<file path="config.mk">
export PLATFORM = sky130hd
export DESIGN_NAME = rtc_fields_to_unix_seconds
export DESIGN_NICKNAME = d
export VERILOG_FILES = /design/src/rtl/rfu_pkg.sv /design/src/rtl/rtc_fields_to_unix_seconds.sv
export VERILOG_INCLUDE_DIRS = /design/src /design/src/rtl
export SDC_FILE = /design/constraint.sdc
export NUM_CORES = 2
export LEC_CHECK = 0
export ABC_AREA = 1
export BUFFER_PORTS_ARGS = -buffer_cell sky130_fd_sc_hd__buf_2
export CAP_MARGIN = 20
export CORE_MARGIN = 2
export CORE_UTILIZATION = 24
export DETAILED_ROUTE_END_ITERATION = 16
export PLACE_DENSITY = 0.42
export SYNTH_ARGS = -nofsm -noshare
export SYNTH_HDL_FRONTEND = slang
export SYNTH_SLANG_ARGS = --single-unit
</file>
<file path="constraint.sdc">
create_clock -name i_clk -period 14.5 [get_ports i_clk]
set_input_delay 2.9 -clock i_clk [delete_from_list [all_inputs] [get_ports i_clk]]
set_output_delay 2.9 -clock i_clk [all_outputs]
set_load 0.01 [all_outputs]
</file>
<file path="src/rtl/rtc_fields_to_unix_seconds_defines.svh">
// assertion macros shared by the rtc-to-unix-seconds rtl
// expects i_clk and i_rst_n in the scope of the module that uses them
`ifndef RTC_FIELDS_TO_UNIX_SECONDS_DEFINES_SVH
`define RTC_FIELDS_TO_UNIX_SECONDS_DEFINES_SVH

// same-cycle implication, checked outside reset
`define RFU_ASSERT_IMPL(lbl, ante, cons, msg) \
    lbl: assert property (@(posedge i_clk) disable iff (!i_rst_n) (ante) |-> (cons)) \
        else $error(msg);

// next-cycle implication, checked outside reset
`define RFU_ASSERT_NEXT(lbl, ante, cons, msg) \
    lbl: assert property (@(posedge i_clk) disable iff (!i_rst_n) (ante) |=> (cons)) \
        else $error(msg);

`endif

</file>
<file path="src/rtl/rfu_pkg.sv">
// constants, types and small helper functions for the rtc-to-unix-seconds block
// no dependencies
package rfu_pkg;

    // configuration register indexes
    localparam int CFG_IDX_W = 1;
    typedef logic [CFG_IDX_W-1:0] t_cfg_idx;
    localparam t_cfg_idx CFG_CENTURY_PRESENT = 1'b0;
    localparam t_cfg_idx CFG_BASE_YEAR       = 1'b1;

    localparam int BASE_YEAR_W = 14;
    localparam logic [BASE_YEAR_W-1:0] BASE_YEAR_RST = 14'd2018;
    localparam logic [7:0] BASE_HUND_RST = 8'd20;

    // status b bits and the pm flag bit of the hour byte
    localparam int SB_BINARY = 2;
    localparam int SB_24HOUR = 1;
    localparam int HOUR_PM   = 7;

    localparam int SECONDS_W = 41;
    localparam int STAGES    = 6;

    // days from 0000-03-01 style count to the epoch
    localparam logic signed [25:0] EPOCH_DAYS  = 26'sd719561;
    localparam logic signed [40:0] SEC_PER_DAY = 41'sd86400;

    // reciprocal of 100, exact for values below 43690
    localparam int RECIP100_SHIFT = 19;
    localparam logic [12:0] RECIP100 = 13'd5243;

    typedef logic [7:0] t_byte;

    function automatic t_byte bcd_decode(input t_byte b);
        t_byte tens;
        tens = {4'd0, b[7:4]};
        return 8'({4'd0, b[3:0]}) + 8'((tens << 3) + (tens << 1));
    endfunction

    // x mod 24 for x below 192
    function automatic t_byte mod24(input t_byte x);
        t_byte v;
        v = x;
        if (v >= 8'd96) begin
            v = v - 8'd96;
        end
        if (v >= 8'd48) begin
            v = v - 8'd48;
        end
        if (v >= 8'd24) begin
            v = v - 8'd24;
        end
        return v;
    endfunction

endpackage

</file>
<file path="src/rtl/rtc_fields_to_unix_seconds.sv">
// rtc snapshot to unix seconds: six-stage pipeline, single module
// depends on rfu_pkg and rtc_fields_to_unix_seconds_defines.svh
//
// Converts one snapshot of raw cmos rtc bytes plus status b into signed 41-bit
// seconds since 1970-01-01 00:00. Bytes are bcd unless status b bit 2 is set; a
// pm hour (bit 7) is folded to 24-hour form unless status b bit 1 is set. The
// full year comes from the century byte when century_present is 1, else from
// base_year with a 100-year rollover. Invalid bcd and out-of-range fields are
// not checked; they add into the count as they decode. A year that falls below
// zero (year 0, january or february) gives a negative result. Throughput is one
// item per clock with no stall on the output; each item goes in turn through the
// pipeline stages (decode, year/month terms, leap-day quotients, day sum,
// day multiply, final add). Each stage holds its item while the stage after it
// is full and stalled, so the input is stalled only when all six stages hold an
// item and the output is stalled. Configuration writes are taken every cycle
// (ready is tied high) and must be made only while the pipeline is empty.
module rtc_fields_to_unix_seconds (
    input  logic                                i_clk,
    input  logic                                i_rst_n,
    // input item channel
    input  logic                                i_in_valid,
    output logic                                o_in_stall,
    input  logic [7:0]                          i_raw_second,
    input  logic [7:0]                          i_raw_minute,
    input  logic [7:0]                          i_raw_hour,
    input  logic [7:0]                          i_raw_day,
    input  logic [7:0]                          i_raw_month,
    input  logic [7:0]                          i_raw_year,
    input  logic [7:0]                          i_raw_century,
    input  logic [7:0]                          i_status_b,
    // result item channel
    output logic                                o_out_valid,
    input  logic                                i_out_stall,
    output logic signed [rfu_pkg::SECONDS_W-1:0] o_unix_seconds,
    // configuration write channel
    input  logic                                i_cfg_valid,
    output logic                                o_cfg_ready,
    input  rfu_pkg::t_cfg_idx                   i_cfg_index,
    input  logic [rfu_pkg::BASE_YEAR_W-1:0]     i_cfg_data
);

    `include "rtc_fields_to_unix_seconds_defines.svh"

    localparam int NS = rfu_pkg::STAGES;

    // ------------------------------------------------------------------
    // configuration registers
    // base year / 100 is kept alongside base year so the pipeline never divides
    logic                              r_century_present;
    logic [rfu_pkg::BASE_YEAR_W-1:0]   r_base_year;
    logic [7:0]                        r_base_hund;
    logic [26:0]                       w_cfg_hund_prod;

    assign o_cfg_ready     = 1'b1;
    assign w_cfg_hund_prod = 27'(i_cfg_data) * 27'(rfu_pkg::RECIP100);

    always_ff @(posedge i_clk) begin
        if (!i_rst_n) begin
            r_century_present <= 1'b0;
            r_base_year       <= rfu_pkg::BASE_YEAR_RST;
            r_base_hund       <= rfu_pkg::BASE_HUND_RST;
        end else if (i_cfg_valid && o_cfg_ready) begin
            unique case (i_cfg_index)
                rfu_pkg::CFG_CENTURY_PRESENT: begin
                    r_century_present <= i_cfg_data[0];
                end
                rfu_pkg::CFG_BASE_YEAR: begin
                    r_base_year <= i_cfg_data;
                    r_base_hund <= w_cfg_hund_prod[26:rfu_pkg::RECIP100_SHIFT];
                end
                default: begin
                end
            endcase
        end
    end

    // ------------------------------------------------------------------
    // pipeline flow control: a stage may load when it is empty or the next
    // stage loads in the same cycle
    logic [NS-1:0] r_v;
    logic [NS:0]   w_rdy;
    logic [NS-1:0] w_v_in;

    always_comb begin
        w_rdy[NS] = !i_out_stall;
        for (int k = NS - 1; k >= 0; k--) begin
            w_rdy[k] = !r_v[k] || w_rdy[k+1];
        end
        w_v_in[0] = i_in_valid;
        for (int k = 1; k < NS; k++) begin
            w_v_in[k] = r_v[k-1];
        end
    end

    assign o_in_stall  = !w_rdy[0];
    assign o_out_valid = r_v[NS-1];

    always_ff @(posedge i_clk) begin
        if (!i_rst_n) begin
            r_v <= '0;
        end else begin
            for (int k = 0; k < NS; k++) begin
                if (w_rdy[k]) begin
                    r_v[k] <= w_v_in[k];
                end
            end
        end
    end

    // ------------------------------------------------------------------
    // stage 1: bcd decode, 12-hour fold, month shift, year base
    logic        w_bin;
    logic [7:0]  w_sec, w_min, w_day, w_mon, w_yr, w_cent, w_hour_dec;
    logic [6:0]  w_hour_bcd;
    logic [7:0]  n1_sec, n1_min, n1_hour, n1_day, n1_mon, n1_yr;
    logic        n1_jf;
    logic [14:0] n1_ybase;
    logic [7:0]  r1_sec, r1_min, r1_hour, r1_day, r1_mon, r1_yr;
    logic        r1_jf;
    logic [14:0] r1_ybase;

    always_comb begin
        w_bin      = i_status_b[rfu_pkg::SB_BINARY];
        w_sec      = w_bin ? i_raw_second  : rfu_pkg::bcd_decode(i_raw_second);
        w_min      = w_bin ? i_raw_minute  : rfu_pkg::bcd_decode(i_raw_minute);
        w_day      = w_bin ? i_raw_day     : rfu_pkg::bcd_decode(i_raw_day);
        w_mon      = w_bin ? i_raw_month   : rfu_pkg::bcd_decode(i_raw_month);
        w_yr       = w_bin ? i_raw_year    : rfu_pkg::bcd_decode(i_raw_year);
        w_cent     = w_bin ? i_raw_century : rfu_pkg::bcd_decode(i_raw_century);
        // hour tens digit is bits 6..4 only, pm flag rides along in bit 7
        w_hour_bcd = 7'({4'd0, i_raw_hour[3:0]})
                   + 7'(({4'd0, i_raw_hour[6:4]} << 3) + ({4'd0, i_raw_hour[6:4]} << 1));
        w_hour_dec = w_bin ? i_raw_hour : {i_raw_hour[rfu_pkg::HOUR_PM], w_hour_bcd};

        n1_sec = w_sec;
        n1_min = w_min;
        n1_day = w_day;
        n1_yr  = w_yr;
        if (!i_status_b[rfu_pkg::SB_24HOUR] && w_hour_dec[rfu_pkg::HOUR_PM]) begin
            n1_hour = rfu_pkg::mod24(8'({1'b0, w_hour_dec[6:0]}) + 8'd12);
        end else begin
            n1_hour = w_hour_dec;
        end
        // january and february count as months 13 and 14 of the year before
        n1_jf  = (w_mon <= 8'd2);
        n1_mon = n1_jf ? w_mon + 8'd12 : w_mon;
        if (r_century_present) begin
            n1_ybase = 15'(w_cent) * 15'd100;
        end else begin
            n1_ybase = 15'(r_base_hund) * 15'd100;
        end
    end

    always_ff @(posedge i_clk) begin
        if (w_rdy[0]) begin
            r1_sec   <= n1_sec;
            r1_min   <= n1_min;
            r1_hour  <= n1_hour;
            r1_day   <= n1_day;
            r1_mon   <= n1_mon;
            r1_yr    <= n1_yr;
            r1_jf    <= n1_jf;
            r1_ybase <= n1_ybase;
        end
    end

    // ------------------------------------------------------------------
    // stage 2: full year, day-of-year term, time-of-day seconds
    logic [15:0]        w_ysum, w_yadj;
    logic [9:0]         w_mon3;
    logic [17:0]        w_mon_div_prod;
    logic signed [15:0] n2_year;
    logic [13:0]        n2_mterm;
    logic [19:0]        n2_hms;
    logic signed [15:0] r2_year;
    logic [13:0]        r2_mterm;
    logic [19:0]        r2_hms;

    always_comb begin
        w_ysum = 16'(r1_ybase) + 16'(r1_yr);
        if (!r_century_present && (w_ysum < 16'(r_base_year))) begin
            w_yadj = w_ysum + 16'd100;
        end else begin
            w_yadj = w_ysum;
        end
        // year 0 in january or february goes to -1
        n2_year = signed'(w_yadj - 16'(r1_jf));

        // (3 * (mon + 1)) / 5 through a reciprocal, exact below 1024
        w_mon3         = 10'(r1_mon) * 10'd3 + 10'd3;
        w_mon_div_prod = 18'(w_mon3) * 18'd205;
        n2_mterm       = 14'(r1_mon) * 14'd30 + 14'(w_mon_div_prod[17:10]) + 14'(r1_day);

        n2_hms = 20'(r1_hour) * 20'd3600 + 20'(r1_min) * 20'd60 + 20'(r1_sec);
    end

    always_ff @(posedge i_clk) begin
        if (w_rdy[1]) begin
            r2_year  <= n2_year;
            r2_mterm <= n2_mterm;
            r2_hms   <= n2_hms;
        end
    end

    // ------------------------------------------------------------------
    // stage 3: 365 * year, floor quotients by 4 and 100
    logic [27:0]        w_q100_prod;
    logic signed [24:0] n3_y365;
    logic signed [15:0] n3_y4;
    logic signed [9:0]  n3_q100;
    logic signed [24:0] r3_y365;
    logic signed [15:0] r3_y4;
    logic signed [9:0]  r3_q100;
    logic [13:0]        r3_mterm;
    logic [19:0]        r3_hms;

    always_comb begin
        n3_y365     = 25'(r2_year) * 25'sd365;
        n3_y4       = r2_year >>> 2;
        w_q100_prod = 28'(r2_year[14:0]) * 28'(rfu_pkg::RECIP100);
        // the only negative year is -1, whose floor quotient is -1
        if (r2_year < 0) begin
            n3_q100 = -10'sd1;
        end else begin
            n3_q100 = signed'({1'b0, w_q100_prod[27:rfu_pkg::RECIP100_SHIFT]});
        end
    end

    always_ff @(posedge i_clk) begin
        if (w_rdy[2]) begin
            r3_y365  <= n3_y365;
            r3_y4    <= n3_y4;
            r3_q100  <= n3_q100;
            r3_mterm <= r2_mterm;
            r3_hms   <= r2_hms;
        end
    end

    // ------------------------------------------------------------------
    // stage 4: day count relative to the epoch
    logic signed [25:0] n4_days;
    logic signed [25:0] r4_days;
    logic [19:0]        r4_hms;

    always_comb begin
        n4_days = 26'(r3_y365) + 26'(r3_y4) - 26'(r3_q100) + 26'(r3_q100 >>> 2)
                + signed'({12'd0, r3_mterm}) - rfu_pkg::EPOCH_DAYS;
    end

    always_ff @(posedge i_clk) begin
        if (w_rdy[3]) begin
            r4_days <= n4_days;
            r4_hms  <= r3_hms;
        end
    end

    // ------------------------------------------------------------------
    // stage 5: days to seconds
    logic signed [rfu_pkg::SECONDS_W-1:0] n5_prod;
    logic signed [rfu_pkg::SECONDS_W-1:0] r5_prod;
    logic [19:0]                          r5_hms;

    assign n5_prod = rfu_pkg::SECONDS_W'(r4_days) * rfu_pkg::SEC_PER_DAY;

    always_ff @(posedge i_clk) begin
        if (w_rdy[4]) begin
            r5_prod <= n5_prod;
            r5_hms  <= r4_hms;
        end
    end

    // ------------------------------------------------------------------
    // stage 6: add time of day, output register
    logic signed [rfu_pkg::SECONDS_W-1:0] n6_secs;
    logic signed [rfu_pkg::SECONDS_W-1:0] r6_secs;

    assign n6_secs = r5_prod + signed'({(rfu_pkg::SECONDS_W - 20)'(0), r5_hms});

    always_ff @(posedge i_clk) begin
        if (w_rdy[5]) begin
            r6_secs <= n6_secs;
        end
    end

    assign o_unix_seconds = r6_secs;

    // ------------------------------------------------------------------
    // checks

    `RFU_ASSERT_IMPL(a_stall_only_when_full, o_in_stall, ((&r_v) && i_out_stall), "input stalled with room in the pipeline")

    `RFU_ASSERT_NEXT(a_no_item_created, !(i_in_valid && !o_in_stall), ($countones(r_v) <= $past($countones(r_v))), "item count grew without an accepted item")

    `RFU_ASSERT_IMPL(a_month_shifted, r_v[0], (r1_mon >= 8'd3), "stage 1 month below march after shift")

    `RFU_ASSERT_IMPL(a_base_hund_match, 1'b1, ((15'(r_base_hund) * 15'd100 <= 15'(r_base_year)) && (15'(r_base_year) < 15'(r_base_hund) * 15'd100 + 15'd100)), "base year hundreds out of step with base year")

endmodule

</file>
======== Word-level counts from Yosys, hierarchy flattened ========
Cells that the tools add are included.
operators by class
  $add $sub $neg .......................... 33
  $mul .................................... 11
  $lt $le $gt $ge ......................... 6
  muxes and demuxes ....................... 17
  bitwise gates (word level) .............. 1
  reductions and logical operators ........ 20
operator list
  kind                    count
  $mux 8                  13
  $add 4x8->8             6
  $add 7x5->8             6
  $add 41x21->41          1
  $mul 26x11->34 const B  1
  $mul 15x13->28 const B  1
  $mul 14x13->27 const B  1
  $add 25x14->26          1
  $add 26x15->26          1
  $add 26x8->26           1
  $mul 8x5->13 const B    2
  $sub 26x10->26          1
  $sub 26x21->26 const B  1
  $mul 16x10->25 const B  1
  $mul 8x4->12 const B    2
  $add 20x14->20          1
  $add 20x8->20           1
  $mul 10x8->18 const B   1
  $add 15x8->16           1
  $add 16x7->16 const B   1
  $lt 16x1->1 const B     1
  $lt 16x14->1            1
  $mul 8x8->16 const B    1
  $mux 16                 1
  24 further kinds        40
storage, ports and cells
  flip-flop bits (word level) ............. 367
  bits of input ports ..................... 84
  output and inout port bits .............. 44
  word-level logic and storage cells ...... 119

======== Depth between registers and ports, before layout ========
  depth in word-level cells ............... 13
  mapped depth ............................ 39

======== Worst setup path before layout ========
OpenSTA, ideal clock, no wires.
  path kind ............................... input -> output
  start ................................... input port i_out_stall
  end ..................................... output port o_in_stall
  arrival time ............................ 9.241 ns
  required time ........................... 11.600 ns
  path slack .............................. 2.359 ns
  cell stages on the path ................. 10
  path buffers ............................ 0
  cells stage by stage .................... nand2_1 > nor2_1 > inv_1 > nor2_1 > inv_1 > nor2_1 > inv_1 > nor2_1 > inv_1 > nor2_1
between the ends
  word-level cells in the longest chain between the ends .. 8
RTL lines
  what                           RTL line                          RTL
  from (decl)                    rtc_fields_to_unix_seconds.sv:33  input logic i_out_stall,
  $logic_not 1->1                rtc_fields_to_unix_seconds.sv:85  w_rdy[NS] = !i_out_stall;
  $logic_or 1x1->1 (2 in a row)  rtc_fields_to_unix_seconds.sv:87  w_rdy[k] = !r_v[k] || w_rdy[k+1];
  via w_rdy[4]                   rtc_fields_to_unix_seconds.sv:81  logic [NS:0] w_rdy;
  $logic_or 1x1->1               rtc_fields_to_unix_seconds.sv:87
  via w_rdy[3]                   rtc_fields_to_unix_seconds.sv:81
  $logic_or 1x1->1               rtc_fields_to_unix_seconds.sv:87
  via w_rdy[2]                   rtc_fields_to_unix_seconds.sv:81
  $logic_or 1x1->1               rtc_fields_to_unix_seconds.sv:87
  via w_rdy[1]                   rtc_fields_to_unix_seconds.sv:81
  $logic_or 1x1->1               rtc_fields_to_unix_seconds.sv:87
  $logic_not 1->1                rtc_fields_to_unix_seconds.sv:95  assign o_in_stall = !w_rdy[0];
  to (decl)                      rtc_fields_to_unix_seconds.sv:22  output logic o_in_stall,
The timed path passes the listed nets, and every way through them passes these cells.

======== Final worst setup path ========
  start ................................... register r1_mon[2]
  end ..................................... register r2_mterm[12] (data pin)
between the ends
  word-level cells in the longest chain between the ends .. 5
  elaborated cells between the ends (all ways) .. 6
RTL lines
  what                    RTL line                           RTL
  from (decl)             rtc_fields_to_unix_seconds.sv:118  logic [7:0] r1_sec, r1_min, r1_hour, r1_day, r1_mon, r1_yr;
  from (signal assigned)  rtc_fields_to_unix_seconds.sv:160  r1_mon <= n1_mon;
  $mul 8x2->10            rtc_fields_to_unix_seconds.sv:190  w_mon3 = 10'(r1_mon) * 10'd3 + 10'd3;
  $add 10x2->10           rtc_fields_to_unix_seconds.sv:190
  $mul 10x8->18           rtc_fields_to_unix_seconds.sv:191  w_mon_div_prod = 18'(w_mon3) * 18'd205;
  $add 13x8->14 *         rtc_fields_to_unix_seconds.sv:192  n2_mterm = 14'(r1_mon) * 14'd30 + 14'(w_mon_div_prod[17:10]) + 14'(r1_day);
  $add 14x8->14 *         rtc_fields_to_unix_seconds.sv:192
  via n2_mterm[12]        rtc_fields_to_unix_seconds.sv:173  logic [13:0] n2_mterm;
  to (signal assigned)    rtc_fields_to_unix_seconds.sv:200  r2_mterm <= n2_mterm;
  to (decl)               rtc_fields_to_unix_seconds.sv:176  logic [13:0] r2_mterm;
The timed path passes the listed nets; every way through them passes the cells marked *.
A chain may end at the register's enable or synchronous reset.

==> flow_metrics.py <==
metrics = {
    "sta": {
        "finClkSkew_ns": 0.0212,
        "relSlewSlack": 0.378,
        "slew_violations": 0,
        "period_share": 0.561,
        "finalHoldViolCount": 0,
        "worstMarginPinSlew_ns": 0.933,
        "setup_viol": 0,
        "grt_setup_unrepaired": "false",
        "fin_ws_ns": 6.37,
        "finalSetupTns_ns": 0,
        "fmax_mhz": 123,
        "period_minus_slack_ns": 8.13,
    },
    "synthesis": {
        "syn_nets": 5245,
        "synthArstFlopShare": 0,
        "yosysWarnings": 0,
        "synth_edf_count": 335,
        "syn-cell-area_um2": 39800,
        "ys_seq_elements": 364,
        "synth_cell_types": 55,
        "syn_avg_cell_area_um2": 9.87,
        "synthCells": 4030,
        "ys_seq_area_frac": 0.268,
        "synth_ff_type": "edfxtp_1",
    },
    "worst_setup_path": {
        "critical_path_class": "reg2reg",
        "critPathArrivalTime_ns": 8.46,
        "critPathMostFrequentCell": "inv_1",
        "cp-startpoint": "r1_mon[2]",
        "cp_slowest_cell": "edfxtp_1",
        "cpPeakStageDelay_ns": 0.57,
        "required_ns": 14.83,
        "rr_startpoint": "r1_mon[2]",
        "path_max_fanout": 9,
        "end_kind": "flip-flop",
        "setup.worst_path.start_class": "flip-flop",
    },
    "floorplanning": {
        "dieArea_um2": 169000,
        "num_io_pins": 128,
        "fp-row-count": 149,
        "die_h_um": 411,
        "fp.coreArea_um2": 165000,
        "start_util": 0.241,
        "die_w_um": 411,
    },
    "drt": {
        "viasPerCell": 4.03,
        "dr.pass1.iters": 7,
        "wl_per_cell_um": 13.0,
        "postRouteAntennaNets": 0,
        "drt_iter0_drc": 876,
        "route.detailed.drc": 0,
        "vias": 25836,
        "wl_um": 83400,
    },
    "placement": {
        "place_ws_ns": 6.28,
        "io_buffer_count": 120,
        "dp_hpwl_um": 70600,
        "gp_congestion": 0.826,
        "dpl-instance-area_um2": 43100,
        "dp.cells": 6334,
    },
    "clock_network": {
        "cts_resized": 0,
        "cts.path.max_buffers": 3,
        "clockRootBuffer": "clkbuf_16",
        "ctsHoldBuffers": 0,
        "cts_buffers": 45,
        "cts_tree": "done",
        "path_clk_slew_ns": 0.06,
        "clk_latency_ns": 0.60,
        "numClockSinks": 364,
        "cts_setup_buffers": 0,
        "h-tree-depth": 2,
    },
    "layout": {
        "seq_area_um2": 10600,
        "nets": 5407,
        "drive_gt1_frac": 0.0615,
        "stdcell_area_um2": 44600,
        "fillCellCount": 17666,
        "final_cell_mix": "inv_1, ha_1, nand2_1",
        "diodes": 0,
        "mostFrequentLayoutCell": "inv_1",
        "area_growth_syn_to_layout_pct": 12.2,
        "multi_input_area_um2": 25500,
        "stdcell_count": 6416,
    },
    "grt": {
        "grt_pass1_vias": 27351,
        "antenna_found_initial": 5,
        "grt_start_max_net_pins": 64,
        "track_usage": 0.101,
        "grt_pass1_wl_um": 140000,
        "grt-ovfl-total": 0,
    },
    "min_path": {
        "hold_class": "reg2reg",
        "worstHoldStart": "r4_hms[18]",
    },
    "status": {
        "status": "complete, no violations",
    },
    "run": {
        "cap_violations": 0,
    },
}
layout make-up:
| type | count | area share |
|---|---|---|
| multi-input combinational | 2697 | 0.571 |
| clock buffer | 56 | 0.0266 |
| sequential | 364 | 0.238 |
| tap | 2189 | 0.0614 |
| timing repair buffer | 136 | 0.0161 |
| clock inverter | 26 | 0.00698 |
| inverter | 948 | 0.0797 |
sequential cells by signal, summed over array words and instances (netlist names), 8 cells and up:
name and cells:
r4_hms 20, r_base_year 14, r5_prod 34, r1_day 8, r1_yr 8, r2_mterm 14, r1_ybase 13, r3_y365 25
r3_q100 9, r1_min 8, r3_hms 20, o_unix_seconds 41, r3_y4 14, r4_days 26, r_base_hund 8, r2_year 16
r5_hms 20, r1_mon 8, r1_hour 8, r3_mterm 14, r2_hms 20, r1_sec 8
routing by layer:
metal	track usage	part of all wire	up-vias	wire, µm
li1	-	-	13384	-
met1	0.138	0.50	12126	41400
met2	0.171	0.46	227	38200
met3	0.0137	0.027	91	2270
met4	0.0196	0.018	8	1510
met5	0	0.00046	-	38
logic make-up after synthesis:
logic type,synth area share
adder cells (fa/ha/maj),0.430
AND/OR/NAND/NOR,0.0923
other,0.0000943
AO/OA/AOI/OAI,0.0696
multiplexers,0.000503
XOR/XNOR,0.0482
buffers and inverters,0.0920
flip-flops,0.268
path summary, 6_finish.rpt:
check            endpoint  slack [ns]  cells after the start
max          r2_mterm[12]        6.37                     38
max reg2reg  r2_mterm[12]        6.37                     38
min reg2reg    r5_hms[18]        0.41                      0
min            r5_hms[18]        0.41                      0
per-stage QoR:
| stage | hold slack (ns) | util |
|---|---|---|
| floorplan | 0.400 | - |
| global placement | 0.401 | 0.262 |
| detailed placement | 0.405 | 0.262 |
| CTS | 0.413 | 0.271 |
| global route | 0.415 | 0.271 |
| finish | 0.412 | 0.271 |
Yosys cell counts, types with 15 or more instances:
master,n,area share
xor2_1,142,0.031
clkbuf_1,15,0.0014
dfxtp_1,29,0.015
nand2_1,490,0.046
fa_1,389,0.20
xnor2_1,77,0.017
o21bai_1,26,0.0049
o211ai_1,19,0.0036
nand4_1,24,0.0038
nor2_1,147,0.014
or2_2,15,0.0024
ha_1,742,0.23
a31oi_1,21,0.0033
nor3_1,29,0.0036
inv_1,947,0.089
edfxtp_1,335,0.25
nand3_1,98,0.012
a21oi_1,237,0.030
o21ai_0,124,0.016
critical path, delay by kind of cell, from the launching register on:
kind,cells,cell delay [ns]
simple gates,11,1.41
fa+ha+maj,8,3.39
flops,1,0.57
xor+xnor,2,0.42
buf+inv,8,0.50
compound gates,9,1.56
Power is not shown: default switching activity piles up to over one toggle a cycle in this logic, so the estimate is an artifact.
